`config.mk`:
```
export PLATFORM = sky130hd
export DESIGN_NAME = frame_mean_proceed_stop_detector_unit
export DESIGN_NICKNAME = d
export VERILOG_FILES = /design/src/fmpsd_pkg.sv /design/src/frame_mean_proceed_stop_detector_unit.sv /design/src/fmpsd_accum.sv /design/src/fmpsd_judge.sv
export SDC_FILE = /design/constraint.sdc
export NUM_CORES = 2
export LEC_CHECK = 0
export BUFFER_PORTS_ARGS = -buffer_cell sky130_fd_sc_hd__buf_4
export CORE_MARGIN = 2
export CORE_UTILIZATION = 57
export CTS_BUF_LIST = sky130_fd_sc_hd__clkbuf_16
export DETAILED_ROUTE_END_ITERATION = 10
export PLACE_DENSITY_LB_ADDON = 0.25
export SETUP_SLACK_MARGIN = 0.1
export SLEW_MARGIN = 10
export SYNTH_ARGS = -nofsm -noshare
export SYNTH_HDL_FRONTEND = slang
export SYNTH_SLANG_ARGS = --single-unit
```
`constraint.sdc`:
```
create_clock -name clock -period 18.5 [get_ports clock]
set_clock_uncertainty 0.2 [all_clocks]
set_input_delay 0.925 -clock clock [delete_from_list [all_inputs] [get_ports clock]]
set_output_delay 0.925 -clock clock [all_outputs]
set_load 0.02 [all_outputs]
```
`src/fmpsd_pkg.sv`:
```
package fmpsd_pkg;

   // Width of the frame counters and of the proceed and stop limits.
   localparam int LIM_W = 8;

   // Width of a configuration register index.
   localparam int CSR_IDX_W = 2;

   typedef logic [1:0] decision_type;

   localparam decision_type DEC_NONE    = 2'd0;
   localparam decision_type DEC_PROCEED = 2'd1;
   localparam decision_type DEC_STOP    = 2'd2;

   typedef logic [CSR_IDX_W-1:0] csr_index_type;

   localparam csr_index_type CSR_THRESHOLD_A = 2'd0;
   localparam csr_index_type CSR_THRESHOLD_B = 2'd1;
   localparam csr_index_type CSR_PROCEED_LIM = 2'd2;
   localparam csr_index_type CSR_STOP_LIM    = 2'd3;

   typedef struct packed {
      logic [LIM_W-1:0] proceed_limit;
      logic [LIM_W-1:0] stop_limit;
   } limits_type;

endpackage

```
`src/frame_mean_proceed_stop_detector_unit.sv`:
```
// Channel  Ports                                    Direction  Word
// req      req_valid/req_ready, sample_a/b, end     in         one sample pair
// rsp      rsp_valid/rsp_ready, decision, flags     out        one frame verdict
// csr      csr_valid/csr_ready, csr_index, wdata    in         one register write
//
// One sample pair is accepted every cycle but for the stall below. The verdict of a frame
// goes from its closing pair through the frame register and threshold multipliers to the
// decision in the result register. Reset clears all valid flags, the running sums and frame
// counters, and loads the register defaults. While a result waits, samples keep flowing
// into the accumulator; intake stops only when a closing pair reaches the input register
// while the frame and product registers both hold closed frames behind the waiting verdict.
module frame_mean_proceed_stop_detector_unit #(
   parameter int MAX_FRAME_LEN = 1024,
   parameter int SAMPLE_WIDTH  = 16
) (
   input  logic                               clock,
   input  logic                               reset,
   // Sample pairs in.
   input  logic                               req_valid,
   output logic                               req_ready,
   input  logic [SAMPLE_WIDTH-1:0]            req_sample_a,
   input  logic [SAMPLE_WIDTH-1:0]            req_sample_b,
   input  logic                               req_frame_end,
   // Frame verdicts out.
   output logic                               rsp_valid,
   input  logic                               rsp_ready,
   output fmpsd_pkg::decision_type            rsp_decision,
   output logic                               rsp_frame_passed,
   output logic                               rsp_frame_overflow,
   // Register writes.
   input  logic                               csr_valid,
   output logic                               csr_ready,
   input  fmpsd_pkg::csr_index_type           csr_index,
   input  logic [SAMPLE_WIDTH-1:0]            csr_wdata
);
   import fmpsd_pkg::*;

   localparam int CNT_W = $clog2(MAX_FRAME_LEN + 1);
   localparam int SUM_W = SAMPLE_WIDTH + CNT_W;

   // Configuration registers. Writes are taken at once, every cycle.
   logic [SAMPLE_WIDTH-1:0] thr_a_ff, thr_b_ff;
   limits_type              limits_ff;

   assign csr_ready = 1'b1;

   always_ff @(posedge clock) begin
      if (reset) begin
         thr_a_ff                <= '0;
         thr_b_ff                <= '0;
         limits_ff.proceed_limit <= LIM_W'(3);
         limits_ff.stop_limit    <= LIM_W'(5);
      end else if (csr_valid) begin
         case (csr_index)
            CSR_THRESHOLD_A: thr_a_ff                <= csr_wdata;
            CSR_THRESHOLD_B: thr_b_ff                <= csr_wdata;
            CSR_PROCEED_LIM: limits_ff.proceed_limit <= csr_wdata[LIM_W-1:0];
            CSR_STOP_LIM:    limits_ff.stop_limit    <= csr_wdata[LIM_W-1:0];
            default:         ;
         endcase
      end
   end

   // Input register. It empties whenever the accumulator takes its word, so a
   // new pair can enter in the same cycle.
   logic                    a_valid_ff, a_valid_in;
   logic [SAMPLE_WIDTH-1:0] a_sample_a_ff, a_sample_b_ff;
   logic                    a_frame_end_ff;
   logic                    a_take;
   logic                    req_take;

   assign req_ready = !a_valid_ff || a_take;
   assign req_take  = req_valid && req_ready;

   always_comb begin
      if (req_take) begin
         a_valid_in = 1'b1;
      end else if (a_take) begin
         a_valid_in = 1'b0;
      end else begin
         a_valid_in = a_valid_ff;
      end
   end

   always_ff @(posedge clock) begin
      if (reset) begin
         a_valid_ff <= 1'b0;
      end else begin
         a_valid_ff <= a_valid_in;
      end
   end

   always_ff @(posedge clock) begin
      if (req_take) begin
         a_sample_a_ff  <= req_sample_a;
         a_sample_b_ff  <= req_sample_b;
         a_frame_end_ff <= req_frame_end;
      end
   end

   // Closed frame between the accumulator and the judge.
   logic             frm_valid, frm_ready;
   logic [SUM_W-1:0] frm_sum_a, frm_sum_b;
   logic [CNT_W-1:0] frm_count;
   logic             frm_overflow;

   fmpsd_accum #(
      .MAX_FRAME_LEN (MAX_FRAME_LEN),
      .SAMPLE_WIDTH  (SAMPLE_WIDTH)
   ) u_accum (
      .clock        (clock),
      .reset        (reset),
      .a_valid      (a_valid_ff),
      .a_sample_a   (a_sample_a_ff),
      .a_sample_b   (a_sample_b_ff),
      .a_frame_end  (a_frame_end_ff),
      .a_take       (a_take),
      .frm_valid    (frm_valid),
      .frm_ready    (frm_ready),
      .frm_sum_a    (frm_sum_a),
      .frm_sum_b    (frm_sum_b),
      .frm_count    (frm_count),
      .frm_overflow (frm_overflow)
   );

   // The judge compares each sum against threshold times count and keeps the
   // cumulative pass and fail counts that drive proceed and stop.
   fmpsd_judge #(
      .MAX_FRAME_LEN (MAX_FRAME_LEN),
      .SAMPLE_WIDTH  (SAMPLE_WIDTH)
   ) u_judge (
      .clock              (clock),
      .reset              (reset),
      .threshold_a        (thr_a_ff),
      .threshold_b        (thr_b_ff),
      .limits             (limits_ff),
      .frm_valid          (frm_valid),
      .frm_ready          (frm_ready),
      .frm_sum_a          (frm_sum_a),
      .frm_sum_b          (frm_sum_b),
      .frm_count          (frm_count),
      .frm_overflow       (frm_overflow),
      .rsp_valid          (rsp_valid),
      .rsp_ready          (rsp_ready),
      .rsp_decision       (rsp_decision),
      .rsp_frame_passed   (rsp_frame_passed),
      .rsp_frame_overflow (rsp_frame_overflow)
   );

endmodule

```
`src/fmpsd_accum.sv`:
```
module fmpsd_accum #(
   parameter int MAX_FRAME_LEN = 1024,
   parameter int SAMPLE_WIDTH  = 16,
   localparam int CNT_W = $clog2(MAX_FRAME_LEN + 1),
   localparam int SUM_W = SAMPLE_WIDTH + CNT_W
) (
   input  logic                    clock,
   input  logic                    reset,
   // Input register side.
   input  logic                    a_valid,
   input  logic [SAMPLE_WIDTH-1:0] a_sample_a,
   input  logic [SAMPLE_WIDTH-1:0] a_sample_b,
   input  logic                    a_frame_end,
   output logic                    a_take,
   // Closed frame toward the judge.
   output logic                    frm_valid,
   input  logic                    frm_ready,
   output logic [SUM_W-1:0]        frm_sum_a,
   output logic [SUM_W-1:0]        frm_sum_b,
   output logic [CNT_W-1:0]        frm_count,
   output logic                    frm_overflow
);
   import fmpsd_pkg::*;

   logic             [SUM_W-1:0] sum_a_ff, sum_a_in;
   logic             [SUM_W-1:0] sum_b_ff, sum_b_in;
   logic             [CNT_W-1:0] count_ff, count_in;
   logic                         ovf_ff, ovf_in;
   logic                         keep;
   logic                         b_free;
   logic                         frm_valid_ff, frm_valid_in;
   logic             [SUM_W-1:0] frm_sum_a_ff, frm_sum_b_ff;
   logic             [CNT_W-1:0] frm_count_ff;
   logic                         frm_ovf_ff;

   // A sample that does not close a frame never waits on the frame register.
   assign b_free = !frm_valid_ff || frm_ready;
   assign a_take = a_valid && (!a_frame_end || b_free);

   assign keep = count_ff < CNT_W'(MAX_FRAME_LEN);

   always_comb begin
      if (keep) begin
         sum_a_in = sum_a_ff + {{CNT_W{a_sample_a[SAMPLE_WIDTH-1]}}, a_sample_a};
         sum_b_in = sum_b_ff + {{CNT_W{a_sample_b[SAMPLE_WIDTH-1]}}, a_sample_b};
         count_in = count_ff + CNT_W'(1);
      end else begin
         sum_a_in = sum_a_ff;
         sum_b_in = sum_b_ff;
         count_in = count_ff;
      end
      ovf_in = ovf_ff || !keep;

      if (a_take && a_frame_end) begin
         frm_valid_in = 1'b1;
      end else if (frm_ready) begin
         frm_valid_in = 1'b0;
      end else begin
         frm_valid_in = frm_valid_ff;
      end
   end

   always_ff @(posedge clock) begin
      if (reset) begin
         sum_a_ff     <= '0;
         sum_b_ff     <= '0;
         count_ff     <= '0;
         ovf_ff       <= 1'b0;
         frm_valid_ff <= 1'b0;
      end else begin
         frm_valid_ff <= frm_valid_in;
         if (a_take) begin
            if (a_frame_end) begin
               sum_a_ff <= '0;
               sum_b_ff <= '0;
               count_ff <= '0;
               ovf_ff   <= 1'b0;
            end else begin
               sum_a_ff <= sum_a_in;
               sum_b_ff <= sum_b_in;
               count_ff <= count_in;
               ovf_ff   <= ovf_in;
            end
         end
      end
   end

   always_ff @(posedge clock) begin
      if (a_take && a_frame_end) begin
         frm_sum_a_ff <= sum_a_in;
         frm_sum_b_ff <= sum_b_in;
         frm_count_ff <= count_in;
         frm_ovf_ff   <= ovf_in;
      end
   end

   assign frm_valid    = frm_valid_ff;
   assign frm_sum_a    = frm_sum_a_ff;
   assign frm_sum_b    = frm_sum_b_ff;
   assign frm_count    = frm_count_ff;
   assign frm_overflow = frm_ovf_ff;

   a_count_bound: assert property (@(posedge clock) disable iff (reset)
      count_ff <= CNT_W'(MAX_FRAME_LEN))
      else $error("frame sample count beyond maximum frame length");

   a_ovf_full: assert property (@(posedge clock) disable iff (reset)
      ovf_ff |-> count_ff == CNT_W'(MAX_FRAME_LEN))
      else $error("overflow flagged before the frame was full");

   a_frame_nonempty: assert property (@(posedge clock) disable iff (reset)
      frm_valid_ff |-> frm_count_ff != '0)
      else $error("closed frame holds no samples");

endmodule

```
`src/fmpsd_judge.sv`:
```
module fmpsd_judge #(
   parameter int MAX_FRAME_LEN = 1024,
   parameter int SAMPLE_WIDTH  = 16,
   localparam int CNT_W  = $clog2(MAX_FRAME_LEN + 1),
   localparam int SUM_W  = SAMPLE_WIDTH + CNT_W,
   localparam int PROD_W = SAMPLE_WIDTH + CNT_W + 1
) (
   input  logic                         clock,
   input  logic                         reset,
   input  logic [SAMPLE_WIDTH-1:0]      threshold_a,
   input  logic [SAMPLE_WIDTH-1:0]      threshold_b,
   input  fmpsd_pkg::limits_type        limits,
   // Closed frame from the accumulator.
   input  logic                         frm_valid,
   output logic                         frm_ready,
   input  logic [SUM_W-1:0]             frm_sum_a,
   input  logic [SUM_W-1:0]             frm_sum_b,
   input  logic [CNT_W-1:0]             frm_count,
   input  logic                         frm_overflow,
   // Result register.
   output logic                         rsp_valid,
   input  logic                         rsp_ready,
   output fmpsd_pkg::decision_type      rsp_decision,
   output logic                         rsp_frame_passed,
   output logic                         rsp_frame_overflow
);
   import fmpsd_pkg::*;

   logic                     c_valid_ff, c_valid_in;
   logic signed [PROD_W-1:0] c_prod_a_ff, c_prod_b_ff;
   logic signed [SUM_W-1:0]  c_sum_a_ff, c_sum_b_ff;
   logic                     c_ovf_ff;
   logic                     d_free, c_move;
   logic                     passed;
   logic [LIM_W-1:0]         pass_ff, pass_in, fail_ff, fail_in;
   logic [LIM_W-1:0]         pass_inc, fail_inc;
   decision_type             dec_in;
   logic                     rsp_valid_ff, rsp_valid_in;
   decision_type             rsp_decision_ff;
   logic                     rsp_passed_ff, rsp_ovf_ff;

   assign d_free    = !rsp_valid_ff || rsp_ready;
   assign c_move    = c_valid_ff && d_free;
   assign frm_ready = !c_valid_ff || d_free;

   // Product stage: threshold times sample count, one multiplier per channel.
   always_comb begin
      if (frm_valid) begin
         c_valid_in = 1'b1;
      end else if (d_free) begin
         c_valid_in = 1'b0;
      end else begin
         c_valid_in = c_valid_ff;
      end
   end

   always_ff @(posedge clock) begin
      if (frm_valid && frm_ready) begin
         c_prod_a_ff <= PROD_W'($signed(threshold_a)) * PROD_W'($signed({1'b0, frm_count}));
         c_prod_b_ff <= PROD_W'($signed(threshold_b)) * PROD_W'($signed({1'b0, frm_count}));
         c_sum_a_ff  <= $signed(frm_sum_a);
         c_sum_b_ff  <= $signed(frm_sum_b);
         c_ovf_ff    <= frm_overflow;
      end
   end

   // Decision stage: mean test and the cumulative frame counters.
   assign passed = ($signed({c_sum_a_ff[SUM_W-1], c_sum_a_ff}) >= c_prod_a_ff) &&
                   ($signed({c_sum_b_ff[SUM_W-1], c_sum_b_ff}) >= c_prod_b_ff);

   assign pass_inc = (pass_ff == '1) ? pass_ff : pass_ff + LIM_W'(1);
   assign fail_inc = (fail_ff == '1) ? fail_ff : fail_ff + LIM_W'(1);

   always_comb begin
      pass_in = pass_ff;
      fail_in = fail_ff;
      dec_in  = DEC_NONE;
      if (passed) begin
         if (pass_inc >= limits.proceed_limit) begin
            pass_in = '0;
            fail_in = '0;
            dec_in  = DEC_PROCEED;
         end else begin
            pass_in = pass_inc;
         end
      end else begin
         if (fail_inc >= limits.stop_limit) begin
            pass_in = '0;
            fail_in = '0;
            dec_in  = DEC_STOP;
         end else begin
            fail_in = fail_inc;
         end
      end

      if (c_move) begin
         rsp_valid_in = 1'b1;
      end else if (rsp_ready) begin
         rsp_valid_in = 1'b0;
      end else begin
         rsp_valid_in = rsp_valid_ff;
      end
   end

   always_ff @(posedge clock) begin
      if (reset) begin
         c_valid_ff   <= 1'b0;
         rsp_valid_ff <= 1'b0;
         pass_ff      <= '0;
         fail_ff      <= '0;
      end else begin
         c_valid_ff   <= c_valid_in;
         rsp_valid_ff <= rsp_valid_in;
         if (c_move) begin
            pass_ff <= pass_in;
            fail_ff <= fail_in;
         end
      end
   end

   always_ff @(posedge clock) begin
      if (c_move) begin
         rsp_decision_ff <= dec_in;
         rsp_passed_ff   <= passed;
         rsp_ovf_ff      <= c_ovf_ff;
      end
   end

   assign rsp_valid          = rsp_valid_ff;
   assign rsp_decision       = rsp_decision_ff;
   assign rsp_frame_passed   = rsp_passed_ff;
   assign rsp_frame_overflow = rsp_ovf_ff;

   a_decision_code: assert property (@(posedge clock) disable iff (reset)
      rsp_valid_ff |-> (rsp_decision_ff == DEC_NONE || rsp_decision_ff == DEC_PROCEED ||
                        rsp_decision_ff == DEC_STOP))
      else $error("result carries an undefined decision code");

   a_decision_match: assert property (@(posedge clock) disable iff (reset)
      rsp_valid_ff && rsp_decision_ff != DEC_NONE |->
         (rsp_frame_passed == (rsp_decision_ff == DEC_PROCEED)))
      else $error("decision disagrees with the frame test");

   a_counters_cleared: assert property (@(posedge clock) disable iff (reset)
      $past(c_move) && rsp_decision_ff != DEC_NONE |-> pass_ff == '0 && fail_ff == '0)
      else $error("frame counters not cleared after a decision");

endmodule
```
## Word-level counts from Yosys, hierarchy flattened

Index checks and enable logic that the tools add are counted.
Widths: inputs -> output; s select.

| word-level totals | value |
|---|---|
| word-level logic and storage cells | 103 |
| bits of input ports | 56 |
| bits in latches | 0 |
| flip-flop bits (word level) | 348 |
| bits in read-only memories | 0 |
| memories | 0 |
| output and inout port bits | 7 |
| memory bits (writable) | 0 |

| cells by class | value |
|---|---|
| bitwise gates (word level) | 0 |
| equal/unequal tests | 6 |
| shift-type cells | 0 |
| magnitude comparators | 5 |
| mux-type cells | 26 |
| reductions and logical operators | 30 |
| $mul | 2 |
| $add $sub $neg | 5 |
| div/mod/pow operators | 0 |

Operators by type and width:

| kind | count |
|---|---|
| $mux 27 | 4 |
| $mux 8 | 8 |
| $ge 27x28->1 | 2 |
| $mul 16x12->28 | 2 |
| $add 27x27->27 | 2 |
| $mux 11 | 2 |
| $add 8x1->8 const B | 2 |
| $eq 8x8->1 const B | 2 |
| $ge 8x8->1 | 2 |
| $reduce_and 2->1 | 6 |
| $add 11x1->11 const B | 1 |
| $lt 11x11->1 const B | 1 |
| $mux 1 | 10 |
| $reduce_bool 2->1 | 5 |
| $logic_and 1x1->1 | 6 |
| $logic_not 1->1 | 6 |
| $logic_or 1x1->1 | 6 |
| $eq 2x2->1 const B | 2 |
| $mux 2 | 2 |
| $eq 2x1->1 const B | 1 |
| $logic_not 2->1 | 1 |
| $ne 2x2->1 const B | 1 |

## Longest topological paths before layout

| logic depth | value |
|---|---|
| word-level depth | 9 |
| mapped depth | 22 |
| mapped depth without buffers | 21 |

## Hierarchy

A second synthesis with hierarchy kept.

| second synthesis, totals | value |
|---|---|
| cells, all modules | 3046 |
| area, all modules | 29933.7 um2 |

Modules (own cells, without submodules):

| module | seq. area each (um2) | instances | area each (um2) | cells an instance |
|---|---|---|---|---|
| fmpsd_judge | 3813.7 | 1 | 19261.0 | 2007 |
| fmpsd_accum | 3323.2 | 1 | 7652.3 | 815 |
| frame_mean_proceed_stop_detector_unit | 1971.9 | 1 | 3020.4 | 224 |

## Worst setup path before layout

No wires, ideal clock.

| timing path | value |
|---|---|
| path type | input -> register |
| start | input rsp_ready |
| end | register u_judge.c_ovf_ff (enable) |
| data arrival time | 6.083 ns |
| stages on the path | 3 |
| buffers on the path | 0 |
| setup slack | 11.622 ns |
| data required time | 17.705 ns |
| library setup time | 0.595 ns |
| cell sequence | nor2b_1 and2_1 nor2b_1 |

| on the way | value |
|---|---|
| word-level cells in the longest chain between the ends | 3 |

Ends and longest elaborated chain:

| item | RTL line | RTL |
|---|---|---|
| start: declaration | frame_mean_proceed_stop_detector_unit.sv:26 | `input logic rsp_ready,` |
| $logic_or 1x1->1 | fmpsd_judge.sv:42 | `assign d_free = !rsp_valid_ff \|\| rsp_ready;` |
| $logic_or 1x1->1 | fmpsd_judge.sv:44 | `assign frm_ready = !c_valid_ff \|\| d_free;` |
| $logic_and 1x1->1 | fmpsd_judge.sv:58 | `if (frm_valid && frm_ready) begin` |
| end signal: assignment | fmpsd_judge.sv:63 | `c_ovf_ff <= frm_overflow;` |
| end: declaration | fmpsd_judge.sv:32 | `logic c_ovf_ff;` |

No other way between the ends.
A chain may end at the register's enable or synchronous reset.

## Worst setup path in the final report

| timing path | value |
|---|---|
| start | register u_accum.frm_count_ff[3] (netlist: u_accum.frm_count[3]) |
| end | register u_judge.c_prod_b_ff[27] (data pin) |

| on the way | value |
|---|---|
| word-level cells in the longest chain between the ends | 1 |

Ends and longest elaborated chain:

| item | RTL line | RTL |
|---|---|---|
| start: declaration | fmpsd_accum.sv:33 | `logic [CNT_W-1:0] frm_count_ff;` |
| start signal: assignment | fmpsd_accum.sv:92 | `frm_count_ff <= count_in;` |
| $mul 16x12->28 | fmpsd_judge.sv:60 | `c_prod_b_ff <= PROD_W'($signed(threshold_b)) * PROD_W'($signed({1'b0, frm_count}));` |
| end signal: assignment | fmpsd_judge.sv:60 |  |
| end: declaration | fmpsd_judge.sv:30 | `logic signed [PROD_W-1:0] c_prod_a_ff, c_prod_b_ff;` |

No other way between the ends.

==> impl_results.md <==
* Outcome: complete, no violations
* IO Pins at 63
* Worst setup EP type: register
* Fill count at 4305
* Seq/Total Area, Yosys at 0.3036
* CTS root buffer: clkbuf_16
* Max FO, Critical Path at 32
* Internal power at 1.486 mW
* Critical-path cell list: buf_4, nand2_1, fa_1, inv_1, fa_1, fa_1, fa_1, inv_1, fa_1, inv_1, ha_1, a21o_1, a21o_1, a21oi_1, and2_1, o2111a_1, nor3_1, a2111o_1, a21oi_2, xnor2_1
* Top post-synthesis cells by count: inv_1, nand2_1, fa_1
* Post-Route Utilization at 0.6196
* Area leader, netlist: fa_1
* Most used cell along the critical path: fa_1
* Final Critical Period at 6.310 ns
* RePlAce Congestion at 0.8909
* Worst slack at placement at 12.24 ns
* DRT iter0 DRCs at 1735
* Layout cell share with drive strength beyond 1 at 0.06324
* Die area at 54490 sq um
* Worst IR drop on VDD at 0.0001127 V
* Inserted Diodes at 0
* Worst Setup Start Kind: register
* Worst min-delay path class: register to register
* Post-synthesis cell count at 3164
* Main flop type after synthesis: edfxtp_1
* Top post-synthesis cells by area: fa_1, edfxtp_1, ha_1, dfxtp_1, inv_1
* Vias in the first global route at 22.27k
* Switching power at 0.5702 mW
* Post-synthesis mux area share at 0.005046
* Delay-heaviest family, CP: adder cells
* Wire per inst at 17.64 microns
* Worst path arrival time at 6.43 ns
* Fraction of the mapped netlist area in adder cells at 0.3208
* Clock buffer depth at 3
* Fin crit share at 0.3411
* Seq pwr share at 0.431
* Slew @ Worst Pin at 1.037 ns
* Fmax achieved at 158.5 MHz
* Vias per cell at 5.584
* Routed WL at 68490 microns
* Main combinational cell family by area after synthesis: adder cells
* Syn Std Cell Area at 30010 sq um
* Number of synthesized flops with an enable pin at 214
* Post-CTS setup buffers at 0
* Syn Nets at 3795
* Clk Latency, worst-skew pair at 0.58 ns
* Rows at 84
* IO Port Bufs at 61
* Total clock sinks at 348
* Final WS setup at 12.19 ns
* Most frequent cell after synthesis: inv_1
* Comb power frac at 0.158
* Final hold violation count at 0
* DRT antenna net count at 0
* PD cells at 63.39 nW/um^2
* Total power at 2.056 mW
* Slew Limit Fails at 0
* DP HPWL at 51590 microns
* Nets at 3793
* GR Util All Layers at 0.2625
* Htree depth at 2
* Yosys warning total at 0
* Die H at 233.4 microns
* Slew headroom at 0.3090
* Hold Buf Count CTS at 0
* Clk pwr share at 0.411
* Synth cell types at 84
* RSZ-0062 raised after global routing: false
* FF+latch count, synth at 348
* R2R setup slack at 12.19 ns
* Initial antenna violation count at 0
* Total of max-cap violations at 0
* CP peak stage delay at 0.62 ns
* Routed vias at 21.68k
* Leakage dissipation at 15.08 nW
* Post-Synth Simple-Gate Area at 0.1424
* Post-Synth XOR/XNOR Area at 0.03240
* Synth Area in Compound Gates at 0.1090
* Core area at 52340 sq um
* CTS tree: yes
* Setup CP Type: register to register
* Post-CTS sizing at 0
* Mapped Avg Cell Area at 9.483 sq um
* Asr flop ratio synth at 0
* Share of Yosys cell area claimed by the top area cell type at 0.2162
* Largest net degree at the start of global routing at 108
* Clock slew seen by the registers of the worst setup and hold paths at 0.06 ns
* WP buf/inv at 4
* Die X at 233.4 microns
* First-pass GRT wire length at 113700 microns
* 1st-pass router iterations at 6
* CTS Buf Count at 41
* Initial Utilization at 0.5733
* Area Growth Syn to Fin at 8.077%
* Setup Total Neg Slack at 0 ns
* CP required at 18.62 ns
* Total congestion overflow at 0
* # DRC at 0
* Final setup violation count at 0
* Slowest cell on the critical path: fa_1
* Switching Share at 0.2774
==> metrics by stage <==
step           instances  area, sq um  hold WS [ns]
6_report            3882        32430        0.2073
5_1_grt             3882        32430        0.2136
4_1_cts             3882        32430        0.2003
3_5_place_dp        3807        31010        0.2045
3_3_place_gp        3807        31010        0.2023
2_1_floorplan       3164        30010        0.2003
==> worst register-to-register path: stages (launching register included) <==
cell and delay [ns]:
edfxtp_1 0.32, buf_4 0.37, nand2_1 0.23, fa_1 0.62
inv_1 0.13, fa_1 0.49, fa_1 0.52, fa_1 0.50
inv_1 0.06, fa_1 0.48, inv_1 0.05, ha_1 0.35
a21o_1 0.19, a21o_1 0.17, a21oi_1 0.26, and2_1 0.18
o2111a_1 0.24, nor3_1 0.08, a2111o_1 0.41, a21oi_2 0.15
xnor2_1 0.07
==> flip-flops by register name (all words and copies together) (netlist names), 16 cells and up <==
register             count
u_accum.frm_sum_b       27
thr_a_ff                16
u_judge.c_prod_a_ff     28
u_accum.sum_b_ff        27
u_judge.c_prod_b_ff     28
u_judge.c_sum_a_ff      27
a_sample_b_ff           16
limits_ff               16
u_accum.frm_sum_a       27
a_sample_a_ff           16
u_judge.c_sum_b_ff      27
u_accum.sum_a_ff        27
thr_b_ff                16
==> layer usage <==
metal | global-route usage | share of wire | up-vias
met3 | 0.03430 | 0.059 | 120
met5 | 0 | 0 | -
met2 | 0.4253 | 0.47 | 649
met1 | 0.3675 | 0.44 | 10669
li1 | - | - | 10239
met4 | 0.08564 | 0.030 | 0
==> area by class of cell <==
class                      instances  area, sq um  area share
inverter                         563         2113     0.06517
multi-input combinational       2126        18310      0.5647
clock buffer                      41         1026     0.03164
timing repair buffer              82        615.6     0.01898
tap                              688        860.8     0.02655
sequential                       348         9112      0.2810
clock inverter                    34        387.9     0.01196
==> power by group through the flow <==
stage                     Clock [mW]  Combinational (mW)  Sequential [mW]
after CTS                      0.865               0.326            0.885
after detailed placement           0               0.319            0.902
final                          0.844               0.325            0.886
after global placement             0               0.311            0.901
after global routing           0.890               0.367            0.889
after floorplan                    0               0.238            0.890
==> layout by cell type, fill, tap and decap left out, types with 13 or more instances in the layout <==
cell type / instances
clkbuf_16: 41
or2_2: 13
o31ai_1: 15
nor3_1: 26
dfxtp_1: 133
nand4_1: 31
fa_1: 324
a22oi_1: 20
o21ai_0: 97
and3_1: 18
and2_1: 115
nand2_1: 485
xnor2_1: 82
nand3_1: 39
a21oi_1: 163
edfxtp_1: 214
xor2_1: 29
nor2b_1: 17
inv_1: 568
nor2_1: 115
nand2b_1: 13
o21a_1: 22
buf_4: 82
o21bai_1: 19
a21o_1: 64
ha_1: 251
==> worst paths after layout <==
kind / startpoint / to / cells after the start
setup / recovery: u_accum.frm_count[3]$_DFFE_PP_ / u_judge.c_prod_b_ff[27]$_DFFE_PP_ / 20
hold / removal: u_accum.frm_sum_a[15]$_DFFE_PP_ / u_judge.c_sum_a_ff[15]$_DFFE_PP_ / 0
setup reg to reg: u_accum.frm_count[3]$_DFFE_PP_ / u_judge.c_prod_b_ff[27]$_DFFE_PP_ / 20
hold reg to reg: u_accum.frm_sum_a[15]$_DFFE_PP_ / u_judge.c_sum_a_ff[15]$_DFFE_PP_ / 0
==> kinds of logic (layout without fill, tap and decap cells) <==
group	Yosys count	count (layout)
other	1	1
and+or+nand+nor	923	923
AOI/OAI and AO/OA	502	502
buffers and inverters	690	720
adders and majority gates	575	575
DFF	348	348
muxes	14	14
xor gates and xnor gates	111	111
Power figures use the tool's default switching activity.
